$ cat src/hdl/spq_pkg.sv
`timescale 1ns / 1ps
`default_nettype none

package spq_pkg;

  localparam int unsigned ModeBits   = 2;
  localparam int unsigned StatusBits = 2;
  localparam int unsigned HeldBits   = 4;

  typedef enum logic [ModeBits-1:0] {
    MODE_INSERT     = 2'd0,
    MODE_REMOVE_MAX = 2'd1,
    MODE_REMOVE_MIN = 2'd2,
    MODE_UNUSED     = 2'd3
  } spq_mode_e;

  typedef enum logic [StatusBits-1:0] {
    STATUS_OK    = 2'd0,
    STATUS_EMPTY = 2'd1,
    STATUS_FULL  = 2'd2
  } spq_status_e;

  typedef struct packed {
    logic ins;
    logic pop_head;
  } spq_cell_ctrl_t;

endpackage

`default_nettype wire

$ cat src/hdl/spq_cell.sv
`timescale 1ns / 1ps
`default_nettype none

module spq_cell #(
  parameter int unsigned KEY_BITS = 16,
  parameter int unsigned TAG_BITS = 8
) (
  input  wire                        clk_i,
  input  wire spq_pkg::spq_cell_ctrl_t ctrl_i,
  input  wire logic signed [KEY_BITS-1:0] new_key_i,
  input  wire logic [TAG_BITS-1:0]   new_tag_i,
  input  wire logic                  occ_i,
  input  wire logic                  left_take_i,
  input  wire logic signed [KEY_BITS-1:0] left_key_i,
  input  wire logic [TAG_BITS-1:0]   left_tag_i,
  input  wire logic signed [KEY_BITS-1:0] right_key_i,
  input  wire logic [TAG_BITS-1:0]   right_tag_i,
  output logic                       take_o,
  output logic signed [KEY_BITS-1:0] key_o,
  output logic [TAG_BITS-1:0]        tag_o
);

  logic signed [KEY_BITS-1:0] key_q, key_d;
  logic [TAG_BITS-1:0]        tag_q, tag_d;

  // The new entry belongs at or ahead of this slot when the slot is free or holds a smaller key.
  assign take_o = !occ_i || (key_q < new_key_i);

  always_comb begin
    key_d = key_q;
    tag_d = tag_q;
    if (ctrl_i.ins && take_o) begin
      if (left_take_i) begin
        key_d = left_key_i;
        tag_d = left_tag_i;
      end else begin
        key_d = new_key_i;
        tag_d = new_tag_i;
      end
    end else if (ctrl_i.pop_head) begin
      key_d = right_key_i;
      tag_d = right_tag_i;
    end
  end

  always_ff @(posedge clk_i) begin
    key_q <= key_d;
    tag_q <= tag_d;
  end

  assign key_o = key_q;
  assign tag_o = tag_q;

endmodule

`default_nettype wire

$ cat src/hdl/sorted_priority_queue.sv
// Sorted priority queue built from a row of compare-and-shift cells.
// Input channel: in_valid_i, in_stall_o, mode_i, key_i, tag_i. A request is
// taken at a rising edge with in_valid_i high and in_stall_o low. Mode insert
// places the entry behind every stored entry with an equal or larger key;
// remove-max returns the head entry and remove-min the tail entry.
// Output channel: out_valid_o, out_stall_i, status_o, out_key_o, out_tag_o,
// entries_held_o. Every request yields exactly one result, registered and
// shown in the cycle after the request is taken.
// Throughput is one request per cycle while in_stall_o is low: each cell
// compares its own key with the incoming key and either holds, loads the new
// entry, or loads from a neighbour in the same cycle, so the whole row updates at once.
// While a result waits under out_stall_i the single result register is
// occupied and in_stall_o is raised until the result is taken.
// Reset clears the fill count and the result valid flag, leaving the queue
// empty; cell contents are not cleared and are never read before written.
`timescale 1ns / 1ps
`default_nettype none

module sorted_priority_queue #(
  parameter int unsigned CAPACITY = 8,
  parameter int unsigned KEY_BITS = 16,
  parameter int unsigned TAG_BITS = 8
) (
  input  wire                             clk_i,
  input  wire                             rst_ni,
  input  wire logic                       in_valid_i,
  output logic                            in_stall_o,
  input  wire logic [spq_pkg::ModeBits-1:0] mode_i,
  input  wire logic signed [KEY_BITS-1:0] key_i,
  input  wire logic [TAG_BITS-1:0]        tag_i,
  output logic                            out_valid_o,
  input  wire logic                       out_stall_i,
  output logic [spq_pkg::StatusBits-1:0]  status_o,
  output logic signed [KEY_BITS-1:0]      out_key_o,
  output logic [TAG_BITS-1:0]             out_tag_o,
  output logic [spq_pkg::HeldBits-1:0]    entries_held_o
);

  localparam int unsigned CountBits = $clog2(CAPACITY + 1);

  logic                  accept;
  spq_pkg::spq_mode_e    mode;
  logic [CountBits-1:0]  count_q, count_d;
  logic                  is_full, is_empty;
  spq_pkg::spq_cell_ctrl_t ctrl;

  logic [CAPACITY-1:0]   occ, take, tail;
  logic signed [KEY_BITS-1:0] cell_key [CAPACITY];
  logic [TAG_BITS-1:0]        cell_tag [CAPACITY];
  logic signed [KEY_BITS-1:0] tail_key;
  logic [TAG_BITS-1:0]        tail_tag;

  logic                  out_valid_q;
  spq_pkg::spq_status_e  status_q, status_d;
  logic signed [KEY_BITS-1:0] out_key_q, out_key_d;
  logic [TAG_BITS-1:0]   out_tag_q, out_tag_d;
  logic [CountBits+spq_pkg::HeldBits-1:0] count_ext;

  assign in_stall_o = out_valid_q && out_stall_i;
  assign accept     = in_valid_i && !in_stall_o;
  assign mode       = spq_pkg::spq_mode_e'(mode_i);
  assign is_full    = (count_q >= CountBits'(CAPACITY));
  assign is_empty   = (count_q == '0);

  assign ctrl.ins      = accept && (mode == spq_pkg::MODE_INSERT) && !is_full;
  assign ctrl.pop_head = accept && (mode == spq_pkg::MODE_REMOVE_MAX) && !is_empty;

  for (genvar i = 0; i < CAPACITY; i++) begin : g_cell
    assign occ[i] = (count_q > CountBits'(i));
    if (i == CAPACITY - 1) begin : g_last
      assign tail[i] = occ[i];
    end else begin : g_mid
      assign tail[i] = occ[i] && !occ[i+1];
    end

    spq_cell #(
      .KEY_BITS (KEY_BITS),
      .TAG_BITS (TAG_BITS)
    ) u_cell (
      .clk_i       (clk_i),
      .ctrl_i      (ctrl),
      .new_key_i   (key_i),
      .new_tag_i   (tag_i),
      .occ_i       (occ[i]),
      .left_take_i ((i == 0) ? 1'b0 : take[(i == 0) ? 0 : i-1]),
      .left_key_i  (cell_key[(i == 0) ? 0 : i-1]),
      .left_tag_i  (cell_tag[(i == 0) ? 0 : i-1]),
      .right_key_i ((i == CAPACITY - 1) ? '0 : cell_key[(i == CAPACITY - 1) ? i : i+1]),
      .right_tag_i ((i == CAPACITY - 1) ? '0 : cell_tag[(i == CAPACITY - 1) ? i : i+1]),
      .take_o      (take[i]),
      .key_o       (cell_key[i]),
      .tag_o       (cell_tag[i])
    );
  end

  always_comb begin
    tail_key = '0;
    tail_tag = '0;
    for (int unsigned i = 0; i < CAPACITY; i++) begin
      tail_key = tail_key | (tail[i] ? cell_key[i] : '0);
      tail_tag = tail_tag | (tail[i] ? cell_tag[i] : '0);
    end
  end

  always_comb begin
    count_d   = count_q;
    status_d  = spq_pkg::STATUS_OK;
    out_key_d = '0;
    out_tag_d = '0;
    unique case (mode)
      spq_pkg::MODE_INSERT: begin
        if (is_full) begin
          status_d = spq_pkg::STATUS_FULL;
        end else begin
          count_d = count_q + CountBits'(1);
        end
      end
      spq_pkg::MODE_REMOVE_MAX: begin
        if (is_empty) begin
          status_d = spq_pkg::STATUS_EMPTY;
        end else begin
          count_d   = count_q - CountBits'(1);
          out_key_d = cell_key[0];
          out_tag_d = cell_tag[0];
        end
      end
      spq_pkg::MODE_REMOVE_MIN: begin
        if (is_empty) begin
          status_d = spq_pkg::STATUS_EMPTY;
        end else begin
          count_d   = count_q - CountBits'(1);
          out_key_d = tail_key;
          out_tag_d = tail_tag;
        end
      end
      default: begin
        count_d = count_q;
      end
    endcase
  end

  always_ff @(posedge clk_i or negedge rst_ni) begin
    if (!rst_ni) begin
      count_q     <= '0;
      out_valid_q <= 1'b0;
    end else begin
      if (accept) begin
        count_q     <= count_d;
        out_valid_q <= 1'b1;
      end else if (!out_stall_i) begin
        out_valid_q <= 1'b0;
      end
    end
  end

  always_ff @(posedge clk_i) begin
    if (accept) begin
      status_q  <= status_d;
      out_key_q <= out_key_d;
      out_tag_q <= out_tag_d;
    end
  end

  assign count_ext      = {{spq_pkg::HeldBits{1'b0}}, count_q};
  assign out_valid_o    = out_valid_q;
  assign status_o       = status_q;
  assign out_key_o      = out_key_q;
  assign out_tag_o      = out_tag_q;
  assign entries_held_o = count_ext[spq_pkg::HeldBits-1:0];

  a_count_bounded: assert property (@(posedge clk_i) disable iff (!rst_ni)
    count_q <= CountBits'(CAPACITY))
    else $error("fill count exceeds capacity");

  a_full_drops: assert property (@(posedge clk_i) disable iff (!rst_ni)
    accept && (mode == spq_pkg::MODE_INSERT) && is_full |=>
      (status_o == spq_pkg::STATUS_FULL) && $stable(count_q))
    else $error("insert into full queue was not dropped");

  a_remove_counts_down: assert property (@(posedge clk_i) disable iff (!rst_ni)
    accept && ((mode == spq_pkg::MODE_REMOVE_MAX) || (mode == spq_pkg::MODE_REMOVE_MIN))
      && !is_empty |=> count_q == $past(count_q) - CountBits'(1))
    else $error("removal did not reduce the fill count");

  a_held_matches: assert property (@(posedge clk_i) disable iff (!rst_ni)
    out_valid_o |-> entries_held_o == count_ext[spq_pkg::HeldBits-1:0])
    else $error("reported entry count differs from the fill count");

endmodule

`default_nettype wire
$ cat config.mk
export PLATFORM = sky130hd
export DESIGN_NAME = sorted_priority_queue
export DESIGN_NICKNAME = d
export VERILOG_FILES = /design/src/hdl/spq_pkg.sv /design/src/hdl/spq_cell.sv /design/src/hdl/sorted_priority_queue.sv
export SDC_FILE = /design/constraint.sdc
export NUM_CORES = 1
export LEC_CHECK = 0
export BUFFER_PORTS_ARGS = -buffer_cell sky130_fd_sc_hd__buf_4
export CORE_MARGIN = 1
export CORE_UTILIZATION = 25
export CTS_BUF_LIST = sky130_fd_sc_hd__clkbuf_8 sky130_fd_sc_hd__clkbuf_16
export CTS_CLUSTER_DIAMETER = 150
export DETAILED_ROUTE_END_ITERATION = 7
export SLEW_MARGIN = 20
export SYNTH_ARGS = -nofsm -noshare
export SYNTH_HDL_FRONTEND = slang
export SYNTH_SLANG_ARGS = --single-unit
export TNS_END_PERCENT = 5
$ cat constraint.sdc
create_clock -name clk_i -period 7.9 [get_ports clk_i]
set_input_delay 1.58 -clock clk_i [delete_from_list [all_inputs] [get_ports clk_i]]
set_output_delay 1.58 -clock clk_i [all_outputs]
set_load 0.1 [all_outputs]
# Word-level counts from Yosys, hierarchy flattened
# Cells that the tools add are included.
# word_totals
output_inout_bits	32
input_bits	30
elab_cells	188
regBits	223
# op_classes
n_lt_le_gt_ge	17
n_eq_ne	5
add_sub_neg	2
mux	76
n_reduce_logical	53
n_bitwise	14
# ops
op	count
two-way mux 16 bit	33
two-way mux 8 bit	33
less-than comparator 16 bit	8
OR 16 bit	7
OR 8 bit	7
case mux 16 bit (2 select lines)	1
logical AND 1 bit	21
nonzero test 2 bit	9
> comparator 4 x 3 -> 1 bit, second input constant	4
case mux 8 bit (2 select lines)	1
logical NOT 1 bit	11
> comparator 4 x 1 -> 1 bit, second input constant	2
> comparator 4 x 2 -> 1 bit, second input constant	2
logical OR 1 bit	8
two-way mux 4 bit	2
case mux 4 bit (2 select lines)	1
adder 4 x 1 -> 4 bit, second input constant	1
>= comparator 4 bit, second input constant	1
logical NOT 4 bit	1
!= test 2 bit, second input constant	2
case mux 2 bit (2 select lines)	1
AND reduction 4 bit	1
subtractor 4 x 1 -> 4 bit, second input constant	1
two-way mux 1 bit	3
6 further kinds	6

# Logic depth before layout (Yosys ltp)
# Gate-level depths: netlist (run 1).
# logic_depth
ltp_word	13
ltp_mapped	12
depth_no_buf	9

# Cells and area by module
# Synthesis (run 1) repeated with hierarchy kept, for this count alone.
# unflattened
hier_cells	1576
hier_area_um2	17042.6
# by_module_without_submodules
module	cells_per_inst	seq_area_each_um2	instances	area_each_um2
spq_cell at g_cell[3].u_cell ...	150	720.7	5	1695.4
spq_cell at g_cell[0].u_cell ...	157	720.7	3	1826.8
sorted_priority_queue	355	905.9	1	3085.5

# Least setup slack after synthesis (run 1)
# OpenSTA, ideal clock, no wires.
# synth_timing
path_kind	input -> register
from	input port key_i[10]
to	register g_cell[3].u_cell.key_q[0] (enable)
setup_slack_ps	2026
cell_stages	10
n_path_buf	3
t_arrival_ps	5436
setup_ps	439
t_required_ps	7461
cell_sequence	clkbuf_1 -> inv_1 -> ha_1 -> and3_1 -> a221o_1 -> a221oi_1 -> a41oi_1 -> buf_2 -> buf_1 -> o21ai_0
# synth_via
elab_chain_len	4
# synth_rtl
item	line_no	rtl
start: declaration	sorted_priority_queue.sv:29	input wire logic signed [KEY_BITS-1:0] key_i,
less-than comparator 16 bit	spq_cell.sv:27	assign take_o = !occ_i || (key_q < new_key_i);
logical OR 1 bit	spq_cell.sv:27	
logical AND 1 bit	spq_cell.sv:32	if (ctrl_i.ins && take_o) begin
nonzero test 2 bit (no line)	-	
end signal: assignment	spq_cell.sv:47	key_q <= key_d;
end: declaration	spq_cell.sv:23	logic signed [KEY_BITS-1:0] key_q, key_d;
# Every way passes these cells.
# A chain may end at the register's enable or synchronous reset.

# Worst setup path in the final report (run 1)
# layout_timing
from	input port key_i[10]
to	register g_cell[0].u_cell.key_q[5] (enable)
# layout_via
elab_chain_len	4
# layout_rtl
item	line_no
less-than comparator 16 bit	spq_cell.sv:27
logical OR 1 bit	spq_cell.sv:27
logical AND 1 bit	spq_cell.sv:32
nonzero test 2 bit (no line)	-
end signal: assignment	spq_cell.sv:47
end: declaration	spq_cell.sv:23
# Every way passes these cells.

==> summary.txt, run 1 <==
Status
  • Status: finished clean

Global route
  • Gr usage total: 17.4%
  • Antenna violations before repair: 3
  • Vias in the first global route: 11,900
  • Global-route wire length before repair: 79,100 µm
  • Largest net degree at the start of global routing: 50
  • Gr ovfl total: 0

Route
  • DRC viols: 0
  • DR pass1 iterations: 6
  • Iter 0 DRT Violations: 1,933
  • Drt total wl: 53,900 µm
  • Via density: 5.65
  • DRT antenna net count: 0
  • Vias: 12,300
  • WL per Instance: 24.9 µm

Logic synthesis
  • Synth warn: 0
  • Cell Area, Synth: 0.0150 mm²
  • Synthesis-stage register bit count: 223
  • Cells after Synth: 1,357
  • Most common library cells after synthesis: edfxtp_1, a21oi_1, nor2_1, mux2i_1, ha_1
  • Post-synth EDFFs: 218
  • Avg Synthesized Cell Area: 11.0 µm²
  • Register area share after synthesis: 44.6%
  • Synth async-reset ratio: 2.24%
  • Synth area leaders: edfxtp_1, ha_1, mux2i_1, mux2_2, a21oi_1
  • Dominant cell type by area after synthesis: edfxtp_1
  • Most frequent cell after synthesis: edfxtp_1
  • Syn nets: 1,499
  • Count of cell types in the netlist: 60
  • Post-synth top area share: 43.8%
  • Prevailing post-synth register cell: edfxtp_1

Place
  • Port Buffers: 61
  • Post-DP Area: 0.0163 mm²
  • Setup slack at placement: 2140 ps
  • Gpl congestion: 0.970
  • HPWL after DPL: 34,000 µm
  • Dpl cells: 2,116

Clock tree
  • Number of CTS-inserted buffers: 28
  • CTS tree: done
  • Worst-path clk slew: 50 ps
  • H-tree depth: 1
  • Clock root cell: clkbuf_16
  • Post-CTS setup buffers: 0
  • Post-cts sizing count: 0
  • Post-CTS Hold Buffers: 0
  • CTS max path bufs: 3
  • Worst-skew pair later-pin latency: 570 ps
  • Clock Sink Count: 223

STA
  • RSZ-0062 raised after global routing: false
  • Final Skew: 24.3 ps
  • Fin. max-slew vios: 0
  • Max Clock Freq: 193 MHz
  • Setup_tns: 0 ps
  • Period utilization: 65.6%
  • PnR worst setup slack: 2720 ps
  • Count of final setup violators: 0
  • Slew headroom: 23.7%
  • Hold Vio Cnt, Final: 0
  • Crit path time final: 5180 ps
  • Slew @ Worst Pin: 1140 ps

Pwr
  • Worst vdd ir: 0.379 mV
  • LEAKAGE: 6.51 nW
  • Power Density: 294 mW/mm²

Finish
  • Layout fillers: 5,998
  • Final cell count without fillers: 2,169
  • Layout cell share with drive strength beyond 1: 19.0%
  • Nets: 1,516
  • Design area: 0.0173 mm²
  • Layout Utilization: 29.3%
  • Area grow syn2layout: 15.8%

Job
  • Total of max-cap violations: 0

Min path
  • HP Class: reg -> reg

Setup path
  • Critical Path End Type: register
  • Critical Path RT: 8090 ps
  • Startpoint Class: input port
  • Worst Path Max Fanout: 25
  • Critical path arrival: 5380 ps
  • Crit Path Class: in -> reg

Floorplanning
  • Row count: 89
  • Die area: 0.0608 mm²
  • Chip width: 247 µm
  • Starting Density: 25.3%
  • Die Y: 247 µm
  • CORE AREA: 0.0590 mm²
  • I/O pin cnt: 62
cell usage in the layout (no fill, tap or decap), types with 6 or more instances in the layout:
master,n
a2111oi_0,9
a21o_1,12
a21oi_1,145
a222oi_1,48
a22oi_1,49
a31oi_1,24
buf_4,97
bufinv_16,7
clkbuf_16,28
clkinv_2,6
edfxtp_1,218
ha_1,112
inv_1,33
mux2_2,75
mux2_4,20
mux2i_1,121
nand2_1,59
nand2b_1,12
nand3_1,32
nand4_1,7
nor2_1,126
nor2b_1,26
o211ai_1,27
o21ai_0,11
stage by stage:
step / power, mW / hold WS (ps)
final: 5.09 / 549
after global routing: 5.25 / 580
after CTS: 5.05 / 554
after detailed placement: 3.62 / 540
after global placement: 3.59 / 501
after floorplan: 2.97 / 559
per-layer routing:
metal / track usage [%] / wire, µm / share of wire (%) / up-vias
met4: 6.55 / 1980 / 3.7 / 2
met1: 23.4 / 21700 / 40 / 6026
met2: 27.2 / 24100 / 45 / 756
li1: - / - / - / 5321
met3: 3.44 / 6150 / 11 / 156
met5: 0 / 9 / 0.017 / -
worst paths after layout:
kind	end	cells after the start	slack [ps]	startpoint
min in group asynchronous	entries_held_o[0]	1	800	rst_ni
max reg2reg	g_cell[0].u_cell.key_o[5]	9	3530	g_cell[0].u_cell.key_o[10]
min	out_valid_o	2	550	out_valid_o
min reg2reg	out_valid_o	2	550	out_valid_o
max	g_cell[0].u_cell.key_o[5]	11	2720	key_i[10]
max in group asynchronous	entries_held_o[3]	1	6980	rst_ni
cells by family after synthesis:
| family | Yosys count | share of synthesized area, % |
|---|---|---|
| compound gates | 359 | 16.5 |
| simple gates | 301 | 9.43 |
| flops | 223 | 44.6 |
| mux | 216 | 15.8 |
| buf+inv | 142 | 4.08 |
| fa+ha+maj | 112 | 9.37 |
| xor+xnor | 4 | 0.234 |
where the power goes:
| group | total (mW) | internal, mW | switching (mW) |
|---|---|---|---|
| logic | 2.08 | 0.712 | 1.36 |
| registers | 1.60 | 1.47 | 0.128 |
| clock network | 1.42 | 0.875 | 0.542 |
| total | 5.09 | 3.05 | 2.03 |
worst max-delay path: stages:
cell,delay (ps)
buf_4,150
inv_1,150
ha_1,350
nand3_1,110
or3_1,420
or4_1,540
a31o_1,270
nand3_4,520
nand2_4,560
nand2_1,190
buf_4,500
area by class of cell:
cell class	count	area, µm²	share of cell area, %
Antenna cell	1	2.50	0.0145
Clock buffer	28	701	4.05
Clock inverter	23	313	1.81
Inverter	31	116	0.672
Multi-Input combinational cell	992	7800	45.0
Sequential cell	223	6670	38.5
Tap cell	773	967	5.59
Timing Repair Buffer	98	748	4.32
registers in the layout, summed over array words and instances (netlist names):
signal / flops
g_cell.u_cell.key_o: 128
entries_held_o: 4
out_valid_o: 1
out_tag_o: 8
g_cell.u_cell.tag_o: 64
out_key_o: 16
status_o: 2
Power figures use the tool's default switching activity.
==> inputs of run 2 (changes only) <==
==> constraint.sdc (replaced) <==
create_clock -name clk_i -period 5.15 [get_ports clk_i]
set_input_delay 1.03 -clock clk_i [delete_from_list [all_inputs] [get_ports clk_i]]
set_output_delay 1.03 -clock clk_i [all_outputs]
set_load 0.1 [all_outputs]
==> summary.txt, run 2 (same netlist as run 1, synthesis figures left out) <==
STA
  • Max Clock Freq: 246 MHz
  • Crit path time final: 4060 ps
  • Count of final setup violators: 0
  • Period utilization: 78.8%
  • PnR worst setup slack: 1090 ps
  • RSZ-0062 raised after global routing: false
  • Final Skew: 26.2 ps
  • Hold Vio Cnt, Final: 0
  • Slew headroom: 26.5%
  • Slew @ Worst Pin: 1100 ps
  • Worst hold margin: 274 ps
  • Setup_tns: 0 ps
  • Fin. max-slew vios: 0

Finish
  • Layout cell share with drive strength beyond 1: 19.2%
  • Commonest non-fill, non-tap cell in the layout: edfxtp_1
  • Most frequent cells in the layout: edfxtp_1, a21oi_1, nor2_1
  • Antenna Cells: 0
  • Sequential Area: 0.00667 mm²
  • Nets: 1,530
  • Area grow syn2layout: 15.2%
  • Largest register FFs: 128
  • Layout fillers: 6,074
  • Layout Utilization: 29.2%
  • Multi-input logic area: 0.00780 mm²

Route
  • Met1 WL: 22,900 µm
  • WL per Instance: 25.1 µm
  • DRC viols: 13
  • DR pass1 iterations: 8
  • Top Layer Used: met5
  • Met2 wire length: 24,700 µm
  • Routed met3 length: 5240 µm
  • DRT antenna net count: 0
  • Drt total wl: 54,800 µm
  • Vias: 12,200
  • Via density: 5.59
  • Iter 0 DRT Violations: 1,688

Clock tree
  • Worst-skew pair later-pin latency: 570 ps
  • CTS max path bufs: 3
  • Number of CTS-inserted buffers: 26
  • Worst-path clk slew: 60 ps
  • CTS tree: done
  • H-tree depth: 1
  • Post-CTS setup buffers: 0
  • Clock root cell: clkbuf_16
  • Post-cts sizing count: 0
  • Post-CTS Hold Buffers: 0
  • Clock Sink Count: 223

Setup path
  • Reg2reg path depth: 9
  • Worst Path Max Fanout: 25
  • CP Cell Sequence: buf_4, inv_1, ha_1, nand3_1, or3_1, or4_1, a31o_1, nand3_4, nand2_4, nand2_1, buf_4
  • Reg2reg start: g_cell[0].u_cell.key_o[10]
  • Critical Path End Type: register
  • FF-to-FF setup slack: 1410 ps
  • Worst Path Buf+Inv: 3
  • CP max stage delay: 580 ps
  • Critical Path RT: 5360 ps
  • Crit-path most repeated cell: buf_4
  • Startpoint Class: input port
  • Critical path arrival: 4270 ps
  • Crit path max-delay family: simple AND/OR/NAND/NOR gates
  • Slowest cell on crit path: or4_1
  • Crit Path Class: in -> reg
  • R2r endpoint: g_cell[0].u_cell.key_o[3]

Floorplanning
  • CORE AREA: 0.0590 mm²
  • Row count: 89
  • Die Y: 247 µm
  • Chip width: 247 µm
  • Starting Density: 25.3%
  • Die area: 0.0608 mm²
  • I/O pin cnt: 62

Status
  • Violated checks: design-rule violations
  • Status: complete, but fails checks

Global route
  • Gr ovfl total: 0
  • Global-route wire length before repair: 79,500 µm
  • Gr usage total: 17.6%
  • Vias in the first global route: 12,100
  • Antenna violations before repair: 2
  • Largest net degree at the start of global routing: 49

Pwr
  • LEAKAGE: 6.50 nW
  • Worst vdd ir: 0.602 mV
  • Power Density: 431 mW/mm²

Place
  • Port Buffers: 61
  • HPWL after DPL: 35,900 µm
  • Gpl congestion: 0.919
  • Setup slack at placement: 594 ps

Min path
  • HP Class: in -> async

Job
  • Total of max-cap violations: 0
run 2: changes by cell type in the layout (fill, tap and decap cells not counted), moves of 2 or more:
cell       change
bufinv_16      -6
clkbuf_16      -2
clkinv_4       -3
clkinv_1       +5
buf_4         +15
inv_1          +4
run 2: metal layers:
layer	GRT usage [%]	vias up
met4	6.37	4
met3	2.55	117
met2	28.2	678
met5	0	-
met1	24.1	6067
li1	-	5336
run 2: through the flow:
stage          cell area, µm²  power, mW  instances
6_report                17200       7.43       2181
5_1_grt                 17200       7.68       2181
4_1_cts                 17200       7.38       2181
3_5_place_dp            16400       5.62       2133
3_3_place_gp            16400       5.56       2133
2_1_floorplan           15000       4.56       1357
run 2: report_power, final:
part	leakage [nW]	internal [mW]	switching [mW]
clock	0.411	0.979	0.788
combinational	4.01	1.12	2.10
sequential	2.08	2.25	0.197
total	6.50	4.34	3.08
run 2: how the worst max path moves through the flow:
stage | start | to | slack, ps | cells past startpoint
2_1_floorplan | key_i[13] | g_cell[6].u_cell.key_o[0] | 50 | 9
3_3_place_gp | key_i[10] | g_cell[0].u_cell.key_o[12] | 650 | 11
3_5_place_dp | key_i[10] | g_cell[0].u_cell.key_o[13] | 590 | 11
4_1_cts | key_i[10] | g_cell[0].u_cell.key_o[2] | 1170 | 11
5_1_grt | key_i[10] | g_cell[0].u_cell.key_o[3] | 1050 | 11
6_report | key_i[10] | g_cell[0].u_cell.key_o[3] | 1090 | 11
run 2: cell type report:
| class | instances | area share [%] |
|---|---|---|
| clock buffers | 27 | 3.86 |
| clock inverters | 21 | 0.741 |
| inverters | 31 | 0.675 |
| multi-input cells | 992 | 45.3 |
| flip-flops and latches | 223 | 38.7 |
| well taps | 773 | 5.61 |
| repair buffers | 114 | 5.11 |
run 2: worst reg2reg max path: cells and delay by family (launching register included):
kind / cells / cell delay, ps
buf+inv: 1 / 370
flops: 1 / 480
fa+ha+maj: 1 / 370
compound gates: 1 / 280
simple gates: 6 / 1900
==> inputs of run 3 (changes only) <==
==> constraint.sdc (replaced) <==
create_clock -name clk_i -period 4.12 [get_ports clk_i]
set_input_delay 0.824 -clock clk_i [delete_from_list [all_inputs] [get_ports clk_i]]
set_output_delay 0.824 -clock clk_i [all_outputs]
set_load 0.1 [all_outputs]
==> summary.txt, run 3 (same netlist as run 1, synthesis figures left out) <==
Pwr
  • Worst vdd ir: 0.719 mV
  • LEAKAGE: 6.71 nW
  • Post-layout total power: 9.54 mW
  • Power Density: 542 mW/mm²

Floorplanning
  • Row count: 89
  • Die area: 0.0608 mm²
  • Starting Density: 25.3%
  • I/O pin cnt: 62
  • CORE AREA: 0.0590 mm²
  • Die Y: 247 µm
  • Chip width: 247 µm

STA
  • Hold Vio Cnt, Final: 0
  • Worst hold margin: 55.9 ps
  • Setup_tns: 0 ps
  • Count of final setup violators: 0
  • RSZ-0062 raised after global routing: false
  • Final Skew: 14.1 ps
  • Period utilization: 87.0%
  • Fin. max-slew vios: 0
  • Max Clock Freq: 279 MHz
  • Slew headroom: 22.5%
  • Slew @ Worst Pin: 1160 ps
  • Crit path time final: 3580 ps

Global route
  • Global-route wire length before repair: 81,200 µm
  • Antenna violations before repair: 2
  • Vias in the first global route: 12,200
  • Gr usage total: 18.1%
  • Largest net degree at the start of global routing: 37
  • Gr ovfl total: 0

Place
  • Port Buffers: 61
  • HPWL after DPL: 37,600 µm
  • Dpl cells: 2,161
  • Gpl congestion: 0.959

Route
  • Iter 0 DRT Violations: 1,646
  • Drt total wl: 56,200 µm
  • WL per Instance: 25.4 µm
  • Vias: 12,400
  • DRT antenna net count: 0
  • Via density: 5.62
  • DR pass1 iterations: 8
  • DRC viols: 0

Clock tree
  • Post-CTS Hold Buffers: 0
  • Clock Sink Count: 223
  • CTS tree: done
  • Worst-path clk slew: 60 ps
  • Post-cts sizing count: 0
  • Post-CTS setup buffers: 0
  • H-tree depth: 1
  • CTS max path bufs: 3
  • Number of CTS-inserted buffers: 26
  • Worst-skew pair later-pin latency: 560 ps
  • Clock root cell: clkbuf_16

Setup path
  • Critical path arrival: 3860 ps
  • Startpoint Class: input port
  • Setup crit end: g_cell[5].u_cell.tag_o[4]
  • Reg2reg path depth: 10
  • Crit path launch: key_i[2]
  • Critical Path End Type: register
  • R2r endpoint: g_cell[5].u_cell.tag_o[4]
  • Reg2reg start: g_cell[5].u_cell.key_o[1]
  • FF-to-FF setup slack: 650 ps
  • Crit Path Class: in -> reg
  • Critical Path RT: 4400 ps
  • Worst Path Max Fanout: 14

Job
  • Total of max-cap violations: 0

Finish
  • Nets: 1,558
  • Most frequent cells in the layout: edfxtp_1, a21oi_1, buf_4
  • Final cell count without fillers: 2,209
  • Largest register FFs: 128
  • Area grow syn2layout: 17.6%
  • Layout cell share with drive strength beyond 1: 20.6%
  • Commonest non-fill, non-tap cell in the layout: edfxtp_1
  • Layout fillers: 6,026

Min path
  • HP Class: in -> async

Status
  • Status: finished clean
run 3: cell count changes in the layout (fill, tap and decap cells not counted):
| cell | previous run | this run |
|---|---|---|
| buf_12 | 2 | 12 |
| clkbuf_8 | 1 | 2 |
| bufinv_16 | 1 | 2 |
| inv_1 | 37 | 42 |
| buf_4 | 112 | 130 |
| clkinv_1 | 7 | 4 |
| clkinv_2 | 5 | 0 |
| diode_2 | 0 | 1 |
run 3: routing by layer:
metal / global-route usage [%] / up-vias / routed length [µm] / share of wire [%]
met3: 3.86 / 130 / 5890 / 10
li1: - / 5397 / - / -
met2: 28.8 / 777 / 25400 / 45
met4: 6.70 / 4 / 2110 / 3.8
met1: 23.9 / 6102 / 22800 / 41
met5: 0 / - / 23 / 0.041
run 3: worst max-delay path: stages:
cell and delay (ps):
buf_4 150, inv_1 170, ha_1 320, o21ai_0 80, a2111oi_0 800, buf_4 230, o22ai_1 110, a211o_2 390
nand2_1 190, buf_12 200, nand2_1 100, buf_4 280
run 3: stage by stage:
stage / instance area, µm² / util, % / setup slack [ps]
global route: 17600 / 29.8 / 615
finish: 17600 / 29.8 / 537
detailed placement: 16800 / 28.4 / 178
CTS: 17600 / 29.8 / 738
global placement: 16800 / 28.4 / 144
floorplan: 15000 / - / -116
run 3: where the power goes:
group          switching (mW)  total [mW]  leakage (nW)  internal, mW
Sequential              0.243        3.05          2.08          2.81
Clock                   0.960        2.26         0.435          1.30
Combinational            2.72        4.22          4.20          1.50
Total                    3.93        9.54          6.71          5.61
run 3: worst min path at each step:
stage | to | cells after the start | slack (ps) | from
final | entries_held_o[2] | 1 | 60 | rst_ni
after floorplan | entries_held_o[0] | 0 | 530 | rst_ni
after global routing | entries_held_o[1] | 1 | 50 | rst_ni
after detailed placement | out_valid_o | 2 | 530 | out_valid_o
after CTS | entries_held_o[0] | 1 | 50 | rst_ni
after global placement | out_valid_o | 2 | 500 | out_valid_o
run 3: layout make-up:
class	instances	area [µm²]	share of cell area, %
multi-input combinational	992	7800	44.3
sequential	223	6670	37.9
timing repair buffer	142	1220	6.91
tap	773	967	5.50
clock buffer	28	678	3.86
clock inverter	19	140	0.797
inverter	31	116	0.662
antenna	1	2.50	0.0142
